### src/rtl/l2d_pkg.sv
// Shared constants and types for the stored-vector L2 distance block.
`default_nettype none

package l2d_pkg;

  // Store geometry.
  localparam int MAX_DIM     = 128;
  localparam int MAX_POINTS  = 1024;
  localparam int STORE_DEPTH = MAX_DIM * MAX_POINTS;
  localparam int ADDR_W      = $clog2(STORE_DEPTH);

  // Field widths.
  localparam int ROW_W   = 10;
  localparam int IDX_W   = 7;
  localparam int VAL_W   = 16;
  localparam int DIM_W   = 8;
  localparam int PCNT_W  = 11;
  localparam int CFG_W   = 11;
  localparam int CFG_IDX_W = 1;
  localparam int DIFF_W  = VAL_W + 1;
  localparam int SQ_W    = 32;
  localparam int SUM_W   = 40;
  localparam int ROOT_W  = SUM_W / 2;
  localparam int DIST_W  = 20;

  localparam int IN_TDATA_W  = 40;
  localparam int OUT_TDATA_W = 24;

  // Configuration register indexes.
  localparam logic [CFG_IDX_W-1:0] CFG_DIMENSION   = 1'd0;
  localparam logic [CFG_IDX_W-1:0] CFG_POINT_COUNT = 1'd1;

  // Opcodes.
  localparam logic OP_WRITE = 1'b0;
  localparam logic OP_QUERY = 1'b1;

  localparam logic [SUM_W-1:0]  SUM_MAX   = {SUM_W{1'b1}};
  localparam logic [DIST_W-1:0] DIST_ONES = {DIST_W{1'b1}};

  typedef struct packed {
    logic start;
    logic take;
  } l2d_root_ctl_t;

  typedef struct packed {
    logic busy;
    logic done;
  } l2d_root_sts_t;

endpackage

`default_nettype wire

### src/rtl/l2d_isqrt.sv
// Iterative floor square root, one result bit per cycle.
`default_nettype none

module l2d_isqrt
  import l2d_pkg::*;
(
  input  wire logic                clk,
  input  wire logic                rst_n,
  input  wire l2d_root_ctl_t       ctl,
  input  wire logic [SUM_W-1:0]    radicand,
  output l2d_root_sts_t            sts,
  output logic [ROOT_W-1:0]        root
);

  localparam int REM_W = ROOT_W + 2;
  localparam int CNT_W = $clog2(ROOT_W);

  localparam logic [1:0] ST_IDLE = 2'd0;
  localparam logic [1:0] ST_RUN  = 2'd1;
  localparam logic [1:0] ST_DONE = 2'd2;

  logic [1:0]        state_r, state_nxt;
  logic [CNT_W-1:0]  cnt_r, cnt_nxt;
  logic [SUM_W-1:0]  x_r, x_nxt;
  logic [REM_W-1:0]  rem_r, rem_nxt;
  logic [ROOT_W-1:0] root_r, root_nxt;
  logic [REM_W-1:0]  rem_sh;
  logic [REM_W-1:0]  trial;

  // The remainder never exceeds twice the partial root, so its top two bits
  // are clear before each shift.
  assign rem_sh = {rem_r[REM_W-3:0], x_r[SUM_W-1 -: 2]};
  assign trial  = {root_r, 2'b01};

  always_comb begin
    state_nxt = state_r;
    cnt_nxt   = cnt_r;
    x_nxt     = x_r;
    rem_nxt   = rem_r;
    root_nxt  = root_r;
    case (state_r)
      ST_IDLE: begin
        if (ctl.start) begin
          state_nxt = ST_RUN;
          cnt_nxt   = CNT_W'(ROOT_W - 1);
          x_nxt     = radicand;
          rem_nxt   = '0;
          root_nxt  = '0;
        end
      end
      ST_RUN: begin
        x_nxt = {x_r[SUM_W-3:0], 2'b00};
        if (rem_sh >= trial) begin
          rem_nxt  = rem_sh - trial;
          root_nxt = {root_r[ROOT_W-2:0], 1'b1};
        end else begin
          rem_nxt  = rem_sh;
          root_nxt = {root_r[ROOT_W-2:0], 1'b0};
        end
        if (cnt_r == '0) begin
          state_nxt = ST_DONE;
        end else begin
          cnt_nxt = cnt_r - 1'b1;
        end
      end
      ST_DONE: begin
        if (ctl.take) begin
          state_nxt = ST_IDLE;
        end
      end
      default: begin
        state_nxt = ST_IDLE;
      end
    endcase
  end

  always_ff @(posedge clk) begin
    if (!rst_n) begin
      state_r <= ST_IDLE;
    end else begin
      state_r <= state_nxt;
    end
    cnt_r  <= cnt_nxt;
    x_r    <= x_nxt;
    rem_r  <= rem_nxt;
    root_r <= root_nxt;
  end

  assign sts.busy = (state_r != ST_IDLE);
  assign sts.done = (state_r == ST_DONE);
  assign root     = root_r;

endmodule

`default_nettype wire

### config.mk
export PLATFORM = sky130hd
export DESIGN_NAME = l2d_isqrt
export DESIGN_NICKNAME = d
export VERILOG_FILES = /design/src/rtl/l2d_pkg.sv /design/src/rtl/l2d_isqrt.sv
export SDC_FILE = /design/constraint.sdc
export NUM_CORES = 1
export LEC_CHECK = 0
export BUFFER_PORTS_ARGS = -buffer_cell sky130_fd_sc_hd__buf_2
export CELL_PAD_IN_SITES_DETAIL_PLACEMENT = 0
export CELL_PAD_IN_SITES_GLOBAL_PLACEMENT = 1
export CORE_MARGIN = 2
export CORE_UTILIZATION = 48
export DETAILED_ROUTE_END_ITERATION = 7
export PLACE_DENSITY = 0.84
export RECOVER_POWER = 25
export SETUP_SLACK_MARGIN = 0.4
export SYNTH_ARGS = -nofsm -noshare
export SYNTH_HDL_FRONTEND = slang
export SYNTH_SLANG_ARGS = --single-unit
### constraint.sdc
create_clock -name clk -period 10.2 [get_ports clk]
set_input_delay 2.04 -clock clk [delete_from_list [all_inputs] [get_ports clk]]
set_output_delay 2.04 -clock clk [all_outputs]
set_load 0.02 [all_outputs]
==> key figures <==
Outcome
  – Status: finished with violations
  – Violated checks: capacitance limit, slew limit

Layout
  – Most frequent cells in the layout: nand2_1, edfxtp_1, buf_2
  – Nets@finish: 610
  – Area growth syn-to-layout: 12.3%
  – Inserted Diodes: 0
  – Most common cell after layout, fill and taps aside: nand2_1
  – Final Util: 55.4%
  – Share of post-route cells with drive strength above 1: 16.6%
  – Post-route insts no fill: 681

Power
  – Pwr dens: 198 nW/µm²
  – Switching Share: 33.4%
  – Part of the total power dissipated in the clock network: 21.6%
  – P_int: 0.713 mW
  – LEAKAGE: ~2.4 nW
  – Switch Pwr: 0.357 mW
  – Total power: 1.07 mW
  – Reg power frac: approximately 44%
  – Maximum vdd drop: approximately 0.071 mV
  – Gate power share: 34.6%

STA
  – Final Hold Fails: 0
  – Setup TNS: 0 ns
  – Max Slew Vio Count: 126
  – Final setup violation count: 0
  – Post-layout min period: approximately 3.8 ns
  – Fmax: roughly 260 MHz
  – RSZ-0062 raised after global routing: no
  – Worst rel slew slack: -123%
  – Slew @ Worst Pin: about 3.3 ns
  – Clk_skew: 0.0111 ns
  – Tcrit/Tclk final: 37.1%

Global routing
  – Grt ovf: 0
  – Largest net degree at the start of global routing: 82
  – Met3 Usage GRT: ~3.9%
  – Vias in the first global route: ~3.4k
  – Met2 Use GR: 29.7%
  – First-pass GRT wire length: 15500 µm
  – Most used routing layer: met2
  – Initial antenna violation count: 0
  – Gr usage total: between 10% and 20%
  – Routing usage on met1: 22.6%

Clock network
  – CTS Buffer Depth: 2
  – CTS Buf Count: 9
  – Post-CTS Setup Inserts: 0
  – CTS tree: built
  – CTS Root Cell: clkbuf_8
  – H-tree lvl count: 3
  – Clock latency on the worst-skew pair: 0.36 ns
  – CTS Sinks: between 80 and 90
  – # resized after CTS: 0
  – CTS Hold Bufs: 0
  – Clock transition at path regs: 0.08 ns

Run
  – Max Cap Viol: 2

Die
  – Chip Height: 104 µm
  – Die X: around 100 µm
  – Area of the die: between 10000 and 15000 µm²
  – Core area: 9730 µm²
  – Ports: 66
  – Initial core utilization: 49.4%
  – Cell Rows: 36

Yosys
  – Seq/Total Area, Yosys: 54.0%
  – Avg Synthesized Cell Area: slightly below 10 µm²
  – EDFF count, synth: 85
  – Top post-synthesis cells by area: edfxtp_1, nand2_1, ha_1
  – Most area-hungry cell type in the Yosys netlist: edfxtp_1
  – Synthesis warning total: 0
  – Post-synth cell types: 52
  – Top cell type's share of synthesized area: 53.2%
  – Ys flop type: edfxtp_1
  – Post-Syn Area: 4800 µm²
  – Mapped Nets: 550
  – Synth Instances: 483
  – Post-synthesis async set-or-reset flop share: 0%
  – Yosys reg bits: 87

Min path
  – Hold Crit Depth: 2
  – Hold Path Sink: x_r[38]$_DFFE_PP_
  – Min-delay src: x_r[36]$_DFFE_PP_
  – Worst min path class: flop to flop

Setup path
  – Critical R2R Capture: rem_r[4]$_SDFFCE_PN0P_
  – Critical-path maximum fanout: 81
  – Worst-case reg-to-reg path depth: 3
  – Slowest CP cell: buf_4
  – Critical Path, Cell by Cell: buf_2 -> nor2_1 -> nor2_4 -> buf_4 -> a21boi_0
  – Worst r2r src: state_r[1]$_SDFFE_PN0P_
  – CP startpoint kind: input port
  – Worst endpoint required time: 10.19 ns
  – Critical path arrival: ~3.8 ns
  – Critical Path End Type: flop
  – Reg2Reg Setup Slack: 6.70 ns
  – Crit Path Category: input port to flop
  – Maximum single-stage delay on the critical path: ~0.76 ns

Placement
  – Post-Place Cells: 665
  – Port-buffer cells: 65
  – Final Wtd Congestion: about 0.83
  – Dpl hpwl: about 6000 µm

Route
  – # DRC: 0
  – DR vias/cell: 5.08
  – Drt total wl: 9140 µm
  – 1st-iter DRT viols: 124
  – Router iterations before antenna repair: 4
  – Via count: 3462
  – Final ANT Viol Nets: 0
  – Wire length per cell: 13.4 µm
worst max path at each step:
stage                                        from                     end
after floorplan                            ctl[1]  cnt_r[0]$_SDFFCE_PN1P_
after global placement                     ctl[1]  cnt_r[0]$_SDFFCE_PN1P_
after detailed placement                   ctl[1]  cnt_r[4]$_SDFFCE_PN1P_
after CTS                                  ctl[1]  cnt_r[1]$_SDFFCE_PN1P_
after global routing      state_r[1]$_SDFFE_PN0P_  rem_r[4]$_SDFFCE_PN0P_
final                                      ctl[1]  cnt_r[1]$_SDFFCE_PN1P_
through the flow:
stage | worst slack, ns | area (µm²) | hold WS (ns)
finish | 6.41 | 5390 | 0.514
CTS | 6.40 | 5410 | 0.517
floorplan | 3.70 | 4800 | 0.484
global placement | 6.14 | 5220 | 0.487
global route | 6.24 | 5390 | 0.532
detailed placement | 6.00 | 5220 | 0.492
layout make-up:
cell class	instances	area, µm²
fill	938	4340
sequential	87	2590
multi-input combinational	347	2000
timing repair buffer	69	348
tap	133	166
clock buffer	12	135
inverter	29	109
clock inverter	4	47.5
critical path: cells and delay by family:
family                 cells  cell delay, ns
buffers and inverters      2            0.84
AOI/OAI and AO/OA          1            0.74
and+or+nand+nor            2            0.13
kinds of logic after synthesis:
group | after synthesis | share of synthesized area [%]
muxes | 11 | 2.32
DFF | 87 | 54.0
AOI/OAI and AO/OA | 70 | 10.2
adders and majority gates | 23 | 5.99
xor gates and xnor gates | 18 | 3.28
and+or+nand+nor | 225 | 19.5
buffers and inverters | 49 | 4.72
synthesized netlist by cell type, types with 2 or more instances:
master / instances
buf_6: 3
dfxtp_1: 2
xnor2_1: 9
or2_2: 2
nor2_1: 50
nor2b_1: 5
mux2i_1: 10
o211ai_1: 3
o21ai_0: 6
nand2_1: 138
nand4_1: 6
and2_1: 4
edfxtp_1: 85
o21ai_1: 3
o21bai_1: 3
a21o_1: 11
a211oi_2: 2
a21boi_0: 2
o22ai_1: 6
a211o_1: 2
clkbuf_1: 12
xor2_1: 9
nand2b_1: 4
nor3_1: 4
a21oi_1: 18
buf_2: 2
or2_0: 2
nand3_1: 4
o21a_1: 3
inv_1: 29
ha_1: 23
power groups by stage:
stage / Combinational, mW / Clock (mW) / Sequential [mW]
finish: 0.370 / 0.231 / 0.469
global route: 0.415 / 0.254 / 0.474
detailed placement: 0.367 / 0 / 0.477
global placement: 0.363 / 0 / 0.475
CTS: 0.369 / 0.239 / 0.469
floorplan: 0.296 / 0 / 0.483
layer usage:
| metal | vias up | wire length (µm) |
|---|---|---|
| met1 | 1608 | 4200 |
| met2 | 68 | 4410 |
| met3 | 12 | 383 |
| li1 | 1774 | - |
| met4 | 0 | 140 |
| met5 | - | 0 |
sequential cells by signal, indices dropped and copies added (netlist names):
register	cells
x_r	40
root	20
rem_r	20
cnt_r	5
state_r	2
Power figures use the tool's default switching activity.
